File: src/rtl/mlfd_pkg.sv
`timescale 1ns / 1ps
// shared types and constants for the mac learning forward decision core
// no dependencies

package mlfd_pkg;

   localparam int PORT_W      = 2;
   localparam int MAC_W       = 48;
   localparam int ACT_W       = 2;
   localparam int MASK_W      = 4;
   localparam int REQ_TDATA_W = 104;
   localparam int RSP_TDATA_W = 8;

   // ports that exist on the switch; flooding never reaches beyond them
   localparam int NUM_PORTS = 4;
   localparam logic [MASK_W-1:0] PORT_ALL =
      (NUM_PORTS >= MASK_W) ? {MASK_W{1'b1}} : MASK_W'((1 << NUM_PORTS) - 1);

   localparam logic [ACT_W-1:0] ACT_FORWARD = 2'd0;
   localparam logic [ACT_W-1:0] ACT_DROP    = 2'd1;
   localparam logic [ACT_W-1:0] ACT_FLOOD   = 2'd2;

   typedef enum logic [1:0] {
      ST_IDLE,
      ST_SCAN,
      ST_DRAIN,
      ST_DECIDE
   } state_type;

   typedef struct packed {
      logic load;
      logic scan;
      logic finish;
   } ctl_cmd_type;

   typedef struct packed {
      logic empty;
      logic last;
      logic out_free;
   } ctl_sts_type;

endpackage

File: src/rtl/mlfd_ctrl.sv
`timescale 1ns / 1ps
// sequencer for one frame: accept, table scan, drain, decide
// depends on mlfd_pkg

module mlfd_ctrl (
   input  logic                 clock,
   input  logic                 reset,
   input  logic                 req_tvalid,
   output logic                 req_tready,
   input  mlfd_pkg::ctl_sts_type sts,
   output mlfd_pkg::ctl_cmd_type cmd
);
   import mlfd_pkg::*;

   state_type state_ff;
   state_type state_in;

   always_comb begin
      state_in = state_ff;
      case (state_ff)
         ST_IDLE: begin
            if (req_tvalid) begin
               state_in = sts.empty ? ST_DECIDE : ST_SCAN;
            end
         end
         ST_SCAN: begin
            if (sts.last) begin
               state_in = ST_DRAIN;
            end
         end
         ST_DRAIN: begin
            state_in = ST_DECIDE;
         end
         ST_DECIDE: begin
            if (sts.out_free) begin
               state_in = ST_IDLE;
            end
         end
         default: begin
            state_in = ST_IDLE;
         end
      endcase
   end

   always_comb begin
      req_tready = 1'b0;
      cmd        = '0;
      case (state_ff)
         ST_IDLE: begin
            req_tready = 1'b1;
            cmd.load   = req_tvalid;
         end
         ST_SCAN: begin
            cmd.scan = 1'b1;
         end
         ST_DRAIN: begin
            cmd = '0;
         end
         ST_DECIDE: begin
            cmd.finish = sts.out_free;
         end
         default: begin
            cmd = '0;
         end
      endcase
   end

   always_ff @(posedge clock) begin
      if (reset) begin
         state_ff <= ST_IDLE;
      end else begin
         state_ff <= state_in;
      end
   end

endmodule

File: src/rtl/mlfd_dp.sv
`timescale 1ns / 1ps
// address table memory, scan compare, learn write and result register
// depends on mlfd_pkg

module mlfd_dp #(
   parameter int TABLE_ENTRIES = 16
) (
   input  logic                                clock,
   input  logic                                reset,
   input  logic [mlfd_pkg::REQ_TDATA_W-1:0]    req_tdata,
   output logic                                rsp_tvalid,
   input  logic                                rsp_tready,
   output logic [mlfd_pkg::RSP_TDATA_W-1:0]    rsp_tdata,
   input  mlfd_pkg::ctl_cmd_type               cmd,
   output mlfd_pkg::ctl_sts_type               sts
);
   import mlfd_pkg::*;

   localparam int IDX_W = (TABLE_ENTRIES > 1) ? $clog2(TABLE_ENTRIES) : 1;
   localparam int CNT_W = $clog2(TABLE_ENTRIES + 1);
   localparam int ENT_W = MAC_W + PORT_W;

   logic [ENT_W-1:0] mem [TABLE_ENTRIES];

   logic [PORT_W-1:0] port_ff;
   logic [MAC_W-1:0]  src_ff;
   logic [MAC_W-1:0]  dst_ff;
   logic [IDX_W-1:0]  addr_ff;
   logic [IDX_W-1:0]  addr_in;
   logic [CNT_W-1:0]  count_ff;
   logic [CNT_W-1:0]  count_in;
   logic [ENT_W-1:0]  rd_ff;
   logic              cmpv_ff;
   logic              src_hit_ff;
   logic              src_hit_in;
   logic              dst_hit_ff;
   logic              dst_hit_in;
   logic [PORT_W-1:0] dst_port_ff;
   logic [PORT_W-1:0] dst_port_in;
   logic              rsp_valid_ff;
   logic              rsp_valid_in;
   logic [RSP_TDATA_W-1:0] rsp_data_ff;
   logic [RSP_TDATA_W-1:0] rsp_data_in;

   logic [MAC_W-1:0]  rd_mac;
   logic [PORT_W-1:0] rd_port;
   logic              room;
   logic              learn;
   logic              refuse;
   logic              hit;
   logic [PORT_W-1:0] hit_port;
   logic [ACT_W-1:0]  act;
   logic [MASK_W-1:0] mask;

   assign rd_mac  = rd_ff[PORT_W +: MAC_W];
   assign rd_port = rd_ff[PORT_W-1:0];

   assign sts.empty    = (count_ff == '0);
   assign sts.last     = ((CNT_W'(addr_ff) + CNT_W'(1)) == count_ff);
   assign sts.out_free = !rsp_valid_ff || rsp_tready;

   // scan compares, first destination hit wins
   always_comb begin
      addr_in     = addr_ff;
      src_hit_in  = src_hit_ff;
      dst_hit_in  = dst_hit_ff;
      dst_port_in = dst_port_ff;
      if (cmd.load) begin
         addr_in    = '0;
         src_hit_in = 1'b0;
         dst_hit_in = 1'b0;
      end else begin
         if (cmd.scan) begin
            addr_in = addr_ff + IDX_W'(1);
         end
         if (cmpv_ff) begin
            if (rd_mac == src_ff) begin
               src_hit_in = 1'b1;
            end
            if (!dst_hit_ff && (rd_mac == dst_ff)) begin
               dst_hit_in  = 1'b1;
               dst_port_in = rd_port;
            end
         end
      end
   end

   // learn and forwarding decision
   always_comb begin
      room     = (count_ff < CNT_W'(TABLE_ENTRIES));
      learn    = !src_hit_ff && room;
      refuse   = !src_hit_ff && !room;
      // an entry appended now sits above every scanned one
      hit      = dst_hit_ff || (learn && (dst_ff == src_ff));
      hit_port = dst_hit_ff ? dst_port_ff : port_ff;
      if (hit && (hit_port != port_ff)) begin
         act  = ACT_FORWARD;
         mask = MASK_W'(1) << hit_port;
      end else if (hit) begin
         act  = ACT_DROP;
         mask = '0;
      end else begin
         act  = ACT_FLOOD;
         mask = PORT_ALL & ~(MASK_W'(1) << port_ff);
      end
      count_in     = count_ff;
      rsp_data_in  = rsp_data_ff;
      rsp_valid_in = rsp_valid_ff && !rsp_tready;
      if (cmd.finish) begin
         rsp_data_in  = {refuse, learn, mask, act};
         rsp_valid_in = 1'b1;
         if (learn) begin
            count_in = count_ff + CNT_W'(1);
         end
      end
   end

   always_ff @(posedge clock) begin
      if (cmd.finish && learn) begin
         mem[count_ff[IDX_W-1:0]] <= {src_ff, port_ff};
      end
      if (cmd.scan) begin
         rd_ff <= mem[addr_ff];
      end
   end

   always_ff @(posedge clock) begin
      if (cmd.load) begin
         port_ff <= req_tdata[PORT_W-1:0];
         src_ff  <= req_tdata[PORT_W +: MAC_W];
         dst_ff  <= req_tdata[PORT_W + MAC_W +: MAC_W];
      end
      addr_ff     <= addr_in;
      dst_port_ff <= dst_port_in;
      rsp_data_ff <= rsp_data_in;
   end

   always_ff @(posedge clock) begin
      if (reset) begin
         count_ff     <= '0;
         cmpv_ff      <= 1'b0;
         src_hit_ff   <= 1'b0;
         dst_hit_ff   <= 1'b0;
         rsp_valid_ff <= 1'b0;
      end else begin
         count_ff     <= count_in;
         cmpv_ff      <= cmd.scan;
         src_hit_ff   <= src_hit_in;
         dst_hit_ff   <= dst_hit_in;
         rsp_valid_ff <= rsp_valid_in;
      end
   end

   assign rsp_tvalid = rsp_valid_ff;
   assign rsp_tdata  = rsp_data_ff;

endmodule

File: src/rtl/mac_learning_forward_decision_core.sv
`timescale 1ns / 1ps
// top level of the mac learning switch forwarding decision
// depends on mlfd_pkg, mlfd_ctrl and mlfd_dp
//
//  channel | dir | payload
//  --------+-----+-------------------------------------------------------------
//  req_    | in  | ingress_port, source_mac, dest_mac of one received frame
//  rsp_    | out | action, egress_mask, learned, learn_refused for that frame
//
// a transaction scans the entries that the table holds when it is accepted;
// with an empty table it skips the scan and goes straight to the decide step
// the scan reads one memory entry per cycle and checks it against both addresses
// reset clears the entry count but not the table memory; no memory clearing pass is run
// the block processes one transaction at a time; a stalled result waits in the
// output register, and the decide step holds until that register is free

module mac_learning_forward_decision_core #(
   parameter int TABLE_ENTRIES = 16
) (
   input  logic                             clock,
   input  logic                             reset,
   // [1:0] ingress_port, [49:2] source_mac, [97:50] dest_mac, [103:98] zero
   input  logic [mlfd_pkg::REQ_TDATA_W-1:0] req_tdata,
   input  logic                             req_tvalid,
   output logic                             req_tready,
   // [1:0] action, [5:2] egress_mask, [6] learned, [7] learn_refused
   output logic [mlfd_pkg::RSP_TDATA_W-1:0] rsp_tdata,
   output logic                             rsp_tvalid,
   input  logic                             rsp_tready
);
   import mlfd_pkg::*;

   // command and status between sequencer and datapath
   ctl_cmd_type ctl_cmd;
   ctl_sts_type ctl_sts;

   // frame sequencing
   mlfd_ctrl u_ctrl (
      .clock      (clock),
      .reset      (reset),
      .req_tvalid (req_tvalid),
      .req_tready (req_tready),
      .sts        (ctl_sts),
      .cmd        (ctl_cmd)
   );

   // table memory, compares and result register
   mlfd_dp #(
      .TABLE_ENTRIES (TABLE_ENTRIES)
   ) u_dp (
      .clock      (clock),
      .reset      (reset),
      .req_tdata  (req_tdata),
      .rsp_tvalid (rsp_tvalid),
      .rsp_tready (rsp_tready),
      .rsp_tdata  (rsp_tdata),
      .cmd        (ctl_cmd),
      .sts        (ctl_sts)
   );

   // an accepted transaction blocks the input until its result is in the output register
   assert property (@(posedge clock) disable iff (reset)
      (req_tvalid && req_tready) |=> !req_tready)
      else $error("input accepted again right after a transaction");

   // the decide step always lands a result in the output register
   assert property (@(posedge clock) disable iff (reset)
      ctl_cmd.finish |=> rsp_tvalid)
      else $error("decision did not produce a result");

   // forwarding names exactly one port
   assert property (@(posedge clock) disable iff (reset)
      (rsp_tvalid && (rsp_tdata[1:0] == ACT_FORWARD)) |-> $onehot(rsp_tdata[5:2]))
      else $error("forward result without a single egress port");

   // a dropped frame goes nowhere
   assert property (@(posedge clock) disable iff (reset)
      (rsp_tvalid && (rsp_tdata[1:0] == ACT_DROP)) |-> (rsp_tdata[5:2] == 4'd0))
      else $error("drop result with a nonzero egress mask");

endmodule
File: config.mk
export PLATFORM = sky130hd
export DESIGN_NAME = mac_learning_forward_decision_core
export DESIGN_NICKNAME = d
export VERILOG_FILES = /design/src/rtl/mlfd_pkg.sv /design/src/rtl/mlfd_ctrl.sv /design/src/rtl/mlfd_dp.sv /design/src/rtl/mac_learning_forward_decision_core.sv
export SDC_FILE = /design/constraint.sdc
export NUM_CORES = 1
export LEC_CHECK = 0
export ABC_CLOCK_PERIOD_IN_PS = 10900
export BUFFER_PORTS_ARGS = -buffer_cell sky130_fd_sc_hd__buf_4
export CORE_UTILIZATION = 50
export DETAILED_ROUTE_END_ITERATION = 8
export PLACE_DENSITY = 0.66
export SYNTH_ARGS = -nofsm -noshare
export SYNTH_HDL_FRONTEND = slang
export SYNTH_SLANG_ARGS = --single-unit
File: constraint.sdc
create_clock -name clock -period 10.9 [get_ports clock]
set_input_delay 1.635 -clock clock [delete_from_list [all_inputs] [get_ports clock]]
set_output_delay 1.635 -clock clock [all_outputs]
set_load 0.02 [all_outputs]
==> results of run 1 <==
## cell type report
| type | instances | area, µm² |
|---|---|---|
| Fill cell | 5406 | 31700 |
| Clock inverter | 59 | 467.9 |
| Clock buffer | 121 | 2601 |
| Sequential cell | 973 | 29080 |
| Timing Repair Buffer | 141 | 1071 |
| Inverter | 23 | 86.33 |
| Multi-Input combinational cell | 567 | 8097 |
| Tap cell | 969 | 1212 |
## flip-flops by register name (all words and copies together) (netlist names)
signal and count:
u_ctrl.state_ff 2, u_dp.mem 800, u_dp.dst_port_ff 2, u_dp.addr_ff 4
u_dp.rsp_tdata 8, u_dp.dst_ff 48, u_dp.src_ff 48, u_dp.dst_hit_ff 1
u_dp.cmpv_ff 1, u_dp.rd_ff 50, u_dp.count_ff 5, u_dp.port_ff 2
u_dp.src_hit_ff 1, u_dp.rsp_tvalid 1
## logic make-up (layout without fill, tap and decap cells)
kind of cell | after synthesis | count (layout)
compound gates | 40 | 40
xor+xnor | 128 | 128
fa+ha+maj | 9 | 9
buf+inv | 88 | 344
flops | 973 | 973
mux | 253 | 253
simple gates | 137 | 137
## layer usage
metal | GRT usage, % | share of wire, % | vias to the layer above
met1 | 33.14 | 41 | 9414
met3 | 4.793 | 7.9 | 144
met5 | 0 | 0.012 | -
li1 | - | - | 7200
met4 | 6.174 | 2.3 | 2
met2 | 37.17 | 48 | 754
## through the flow
step | util (%) | std cells | hold slack [ns] | setup slack [ns]
floorplan | - | 1628 | 0.4003 | 4.663
finish | 57.34 | 2853 | 0.4315 | 7.164
detailed placement | 53.21 | 2673 | 0.4211 | 6.608
CTS | 57.34 | 2853 | 0.4342 | 6.985
global route | 57.34 | 2853 | 0.4336 | 6.809
global placement | 53.21 | 2673 | 0.4094 | 6.657
## final timing paths
path | startpoint | to | slack (ns)
setup / recovery | u_dp.addr_ff[0] | u_dp.rd_ff[41] | 7.16
hold / removal | u_dp.rd_ff[0] | u_dp.dst_port_ff[0] | 0.43
setup reg to reg | u_dp.addr_ff[0] | u_dp.rd_ff[41] | 7.16
hold reg to reg | u_dp.rd_ff[0] | u_dp.dst_port_ff[0] | 0.43
## cell usage after synthesis, types with 6 or more instances
| cell type | number | area share (%) |
|---|---|---|
| sky130_fd_sc_hd__nand4_1 | 22 | 0.37 |
| sky130_fd_sc_hd__nor2_1 | 30 | 0.30 |
| sky130_fd_sc_hd__nor4_1 | 17 | 0.28 |
| sky130_fd_sc_hd__buf_4 | 9 | 0.18 |
| sky130_fd_sc_hd__nand3_1 | 7 | 0.094 |
| sky130_fd_sc_hd__clkbuf_1 | 24 | 0.24 |
| sky130_fd_sc_hd__xnor2_1 | 71 | 1.7 |
| sky130_fd_sc_hd__buf_1 | 15 | 0.15 |
| sky130_fd_sc_hd__nand2_1 | 9 | 0.090 |
| sky130_fd_sc_hd__buf_2 | 11 | 0.15 |
| sky130_fd_sc_hd__mux4_2 | 250 | 15 |
| sky130_fd_sc_hd__ha_1 | 9 | 0.30 |
| sky130_fd_sc_hd__dfxtp_1 | 15 | 0.80 |
| sky130_fd_sc_hd__xor2_1 | 57 | 1.3 |
| sky130_fd_sc_hd__nand2b_1 | 14 | 0.23 |
| sky130_fd_sc_hd__o21ai_0 | 8 | 0.11 |
| sky130_fd_sc_hd__nor2b_1 | 18 | 0.30 |
| sky130_fd_sc_hd__buf_6 | 6 | 0.18 |
| sky130_fd_sc_hd__inv_1 | 23 | 0.23 |
| sky130_fd_sc_hd__edfxtp_1 | 958 | 77 |
| sky130_fd_sc_hd__nor3_1 | 10 | 0.13 |
## where the power goes
group	leakage (nW)	switching, mW	internal, mW
Combinational	2.91	0.823	0.849
Clock	1.51	1.38	1.83
Sequential	8.79	0.392	4.52
Total	13.2	2.60	7.20
==> impl_table.tex, run 1 <==
\begin{tabular}{lr}
\hline
Metric & Value \\
\hline
\multicolumn{2}{l}{\textbf{Final layout}} \\
Layout cell share with drive strength beyond 1 & 29.41\% \\
Most frequent cells in the layout & sky130\_fd\_sc\_hd\_\_edfxtp\_1 (958), sky130\_fd\_sc\_hd\_\_mux4\_2 (250), sky130\_fd\_sc\_hd\_\_buf\_4 (140), sky130\_fd\_sc\_hd\_\_clkbuf\_16 (100), sky130\_fd\_sc\_hd\_\_xnor2\_1 (71) \\
Final non-filler cell area & 0.04262 mm² \\
Layout overhead on the synthesized area & 13.76\% \\
Commonest non-fill, non-tap cell in the layout & sky130\_fd\_sc\_hd\_\_edfxtp\_1 \\
Antenna cell count & 0 \\
Total number of nets in the final design & 1921 \\
\multicolumn{2}{l}{\textbf{CTS}} \\
Latest clock arrival within the worst-skew pair & 0.66 ns \\
TritonCTS clock tree & yes \\
Post-cts hold buffer count & 0 \\
Post-CTS setup buffer count & 0 \\
Longest Clk Path Bufs & 3 \\
Total clock buffers created by CTS & 98 \\
Gates resized, CTS repair & 0 \\
Root Buffer & sky130\_fd\_sc\_hd\_\_clkbuf\_16 \\
Clock sinks & 973 \\
Number of levels in the clock H-tree & 3 \\
Worst-path clk slew & 0.06 ns \\
\multicolumn{2}{l}{\textbf{Timing}} \\
Final-layout setup total negative slack & 0 ns \\
Clk\_skew & 0.01934 ns \\
Unrepaired setup endpoints after global routing & no \\
Achievable clock frequency & 0.2677 GHz \\
Endpoints failing setup & 0 \\
Slew Viols, Final & 0 \\
Portion of the clock cycle consumed by the worst path in the final layout & 34.27\% \\
Slew headroom & 23.67\% \\
Minimum clock period & 3.736 ns \\
Worst slew pin tran & 1.145 ns \\
Final Hold Fails & 0 \\
\multicolumn{2}{l}{\textbf{Synthesis}} \\
Warnings, synthesis & 0 \\
Basic-gate share of the synthesized area counting and, or, nand and nor cells & 2.024\% \\
Flip-flop and latch count after synthesis & 973 \\
Synthesized area & 0.03746 mm² \\
Syn Inst Count & 1628 \\
Dominant combinational cell family by area after synthesis & multiplexers \\
Proportion of register bits with asynchronous set or reset after synthesis & 0\% \\
Arithmetic-cell share of the synthesized area counting full adders, half adders and majority gates & 0.3006\% \\
Fraction of the yosys area taken by sequential cells & 77.59\% \\
Avg Inst Size Synth & 23.01 µm² \\
Compound-Gate Fraction of Synth Area & 0.8517\% \\
Net count after synthesis & 1745 \\
Post-synth top flop & sky130\_fd\_sc\_hd\_\_edfxtp\_1 \\
Number of enable flip-flop cells after synthesis & 958 \\
Count of cell types in the netlist & 44 \\
Mux share of post-synthesis cell area & 15.11\% \\
XOR/XNOR share of the synthesized area & 2.993\% \\
\multicolumn{2}{l}{\textbf{Die}} \\
Die outline width & 275.7 µm \\
Ports placed on the boundary & 118 \\
Core box area & 0.07432 mm² \\
Chip height & 275.7 µm \\
Row count & 100 \\
Die area & 0.07602 mm² \\
Starting density of the core & 50.41\% \\
\multicolumn{2}{l}{\textbf{Critical path}} \\
Highest-delay cell along the critical path & sky130\_fd\_sc\_hd\_\_buf\_4 \\
Top cell by count, worst path & sky130\_fd\_sc\_hd\_\_mux4\_2 \\
CP Max Fanout & 110 \\
CP top delay family & buffers and inverters \\
Crit path DAT & 4.13 ns \\
Number of buffers and inverters on the critical path & 2 \\
Worst Reg2Reg Path Length in Cells & 4 \\
Cells traversed along the worst timing path & buf\_12, buf\_4, mux4\_2, mux4\_2 \\
Worst path depth & 4 \\
Data required time of the critical path & 11.29 ns \\
Largest incremental delay on the critical path & 0.83 ns \\
Type of origin of the critical path & register \\
Type of the worst setup path & reg2reg \\
CP endpoint kind & register \\
\multicolumn{2}{l}{\textbf{Worst hold path}} \\
Number of cells on the worst hold path & 0 \\
Kind of path behind the tightest hold check & reg2reg \\
\multicolumn{2}{l}{\textbf{Routing}} \\
Final routed wire length divided by cell count & 30.34 µm \\
Drc violations & 0 \\
First-iteration detailed-routing DRC count & 2112 \\
DRT Pass-1 Iters & 5 \\
Vias after detailed routing & 17514 \\
Number of vias per cell & 6.139 \\
Final antenna-violating net count & 0 \\
Routed WL & 86.56 mm \\
\multicolumn{2}{l}{\textbf{Pwr}} \\
Pwr/cell area & 229.8 mW/mm² \\
Max VDD drop & 0.2378 mV \\
Total design power & 9.794 mW \\
Leakage power of the design & 13.21 nW \\
\multicolumn{2}{l}{\textbf{GRT}} \\
Vias in the first global route & 17597 \\
Tot GR Track Use & 23.31\% \\
Pin count of the biggest net entering global routing & 111 \\
Number of antenna violations at the first check in global routing & 1 \\
Global route overflow & 0 \\
First-pass GRT wire length & 123.7 mm \\
\multicolumn{2}{l}{\textbf{Placed design}} \\
Port-buffer cells & 111 \\
Final estimated routing congestion in global placement & 0.8814 \\
Post-Place Cell Area & 0.03955 mm² \\
Final HPWL DP & 46.94 mm \\
\multicolumn{2}{l}{\textbf{Run status}} \\
Status & finished, final reports clean \\
\multicolumn{2}{l}{\textbf{Job}} \\
\# Max-Cap Violations & 0 \\
\hline
\end{tabular}
(Power assumes the default switching activity.)
==> run 2: changes to the inputs <==
- ABC_CLOCK_PERIOD_IN_PS: 10900 -> 3700
- clock period: 10.9 -> 3.7 ns (I/O delays scaled with it)
==> impl_table.tex, run 2 (synthesis results as in run 1) <==
\begin{tabular}{lr}
\hline
Metric & Value \\
\hline
\multicolumn{2}{l}{\textbf{Final layout}} \\
Most frequent cells in the layout & sky130\_fd\_sc\_hd\_\_edfxtp\_1 (958), sky130\_fd\_sc\_hd\_\_mux4\_2 (250), sky130\_fd\_sc\_hd\_\_buf\_4 (148), sky130\_fd\_sc\_hd\_\_clkbuf\_16 (98), sky130\_fd\_sc\_hd\_\_xnor2\_1 (71) \\
Total number of nets in the final design & 1947 \\
Post-route core utilization & 58.06\% \\
Commonest non-fill, non-tap cell in the layout & sky130\_fd\_sc\_hd\_\_edfxtp\_1 \\
Number of flip-flops under the largest register name & 800 \\
Layout overhead on the synthesized area & 15.18\% \\
Layout cell share with drive strength beyond 1 & 30.17\% \\
Antenna cell count & 0 \\
\multicolumn{2}{l}{\textbf{GRT}} \\
Number of antenna violations at the first check in global routing & 2 \\
Pin count of the biggest net entering global routing & 58 \\
First-pass GRT wire length & 125.7 mm \\
Tot GR Track Use & 23.71\% \\
Global route overflow & 0 \\
Vias in the first global route & 18044 \\
\multicolumn{2}{l}{\textbf{Routing}} \\
Routed WL & 87.91 mm \\
Final antenna-violating net count & 0 \\
Drc violations & 0 \\
Vias after detailed routing & 17735 \\
Number of vias per cell & 6.169 \\
First-iteration detailed-routing DRC count & 2063 \\
DRT Pass-1 Iters & 7 \\
Final routed wire length divided by cell count & 30.58 µm \\
\multicolumn{2}{l}{\textbf{Job}} \\
\# Max-Cap Violations & 0 \\
\multicolumn{2}{l}{\textbf{CTS}} \\
Root Buffer & sky130\_fd\_sc\_hd\_\_clkbuf\_16 \\
Clock sinks & 973 \\
Number of levels in the clock H-tree & 3 \\
Total clock buffers created by CTS & 97 \\
Post-CTS setup buffer count & 0 \\
TritonCTS clock tree & yes \\
Gates resized, CTS repair & 0 \\
Longest Clk Path Bufs & 3 \\
Post-cts hold buffer count & 0 \\
Latest clock arrival within the worst-skew pair & 0.66 ns \\
Worst-path clk slew & 0.06 ns \\
\multicolumn{2}{l}{\textbf{Die}} \\
Die outline width & 275.7 µm \\
Chip height & 275.7 µm \\
Starting density of the core & 50.41\% \\
Core box area & 0.07432 mm² \\
Die area & 0.07602 mm² \\
Row count & 100 \\
Ports placed on the boundary & 118 \\
\multicolumn{2}{l}{\textbf{Critical path}} \\
Cells traversed along the worst timing path & nor2\_1, and3b\_1, nand2\_1, nor2\_4, buf\_12 \\
Highest-delay cell along the critical path & sky130\_fd\_sc\_hd\_\_nor2\_1 \\
CP Max Fanout & 42 \\
Crit path DAT & 3.09 ns \\
Type of the worst setup path & reg2reg \\
Largest incremental delay on the critical path & 0.48 ns \\
CP endpoint kind & register \\
Data required time of the critical path & 3.99 ns \\
Type of origin of the critical path & register \\
\multicolumn{2}{l}{\textbf{Timing}} \\
Minimum clock period & 2.804 ns \\
Final Hold Fails & 0 \\
Clk\_skew & 0.03035 ns \\
Endpoints failing setup & 0 \\
Worst Hold Slack & 0.07185 ns \\
Slew Viols, Final & 0 \\
Achievable clock frequency & 0.3566 GHz \\
Slew headroom & 31.23\% \\
Portion of the clock cycle consumed by the worst path in the final layout & 75.79\% \\
Unrepaired setup endpoints after global routing & no \\
Worst slew pin tran & 1.029 ns \\
Worst setup slack after layout & 0.8959 ns \\
\multicolumn{2}{l}{\textbf{Placed design}} \\
Port-buffer cells & 111 \\
Final estimated routing congestion in global placement & 0.9450 \\
Worst setup timing slack at the placement stage & 0.9761 ns \\
Final HPWL DP & 50.19 mm \\
\multicolumn{2}{l}{\textbf{Pwr}} \\
Max VDD drop & 0.4573 mV \\
Total design power & 29.22 mW \\
Leakage power of the design & 13.38 nW \\
Pwr/cell area & 677.1 mW/mm² \\
\multicolumn{2}{l}{\textbf{Worst hold path}} \\
Kind of path behind the tightest hold check & in2reg \\
\multicolumn{2}{l}{\textbf{Run status}} \\
Status & finished, final reports clean \\
\hline
\end{tabular}
[run 2: path summary, 6_finish.rpt]
check / depth (start not counted) / endpoint / slack (ns) / from
max: 5 / u_dp.mem[9][45] / 0.90 / u_dp.src_hit_ff
min: 1 / u_dp.src_ff[22] / 0.07 / req_tdata[24]
min reg2reg: 0 / u_dp.dst_port_ff[0] / 0.56 / u_dp.rd_ff[0]
max reg2reg: 5 / u_dp.mem[9][45] / 0.90 / u_dp.src_hit_ff
[run 2: per-stage QoR]
| step | cells | instance area [µm²] | TNS [ns] |
|---|---|---|---|
| global placement | 2700 | 40010 | 0 |
| CTS | 2875 | 43150 | 0 |
| floorplan | 1628 | 37500 | -31.88 |
| finish | 2875 | 43150 | 0 |
| global route | 2875 | 43150 | 0 |
| detailed placement | 2700 | 40010 | 0 |
[run 2: worst max-delay path, delay by kind of cell, from the launching register on]
family        cells  cell delay (ns)
buf+inv           1             0.38
simple gates      4             1.66
flops             1             0.39
[run 2: final cells by class]
class	instances	area, µm²
clock buffer	124	2550
clock inverter	51	584.3
fill	5347	31170
inverter	23	86.33
multi-input combinational	567	8122
sequential	973	29080
tap	969	1212
timing repair buffer	168	1511
[run 2: per-layer routing]
metal	vias up	routed length (µm)	GRT usage, %
met5	-	0	0
met4	0	2802	8.083
met3	174	8311	5.855
met2	877	41040	35.95
met1	9435	35760	33.97
li1	7249	-	-
[run 2: power by group]
| part | total, mW | internal (mW) | switching, mW | leakage, nW |
|---|---|---|---|---|
| clock network | 9.73 | 5.71 | 4.02 | 1.51 |
| registers | 14.4 | 13.3 | 1.06 | 8.79 |
| logic | 5.13 | 2.62 | 2.52 | 3.08 |
| total | 29.2 | 21.6 | 7.60 | 13.4 |
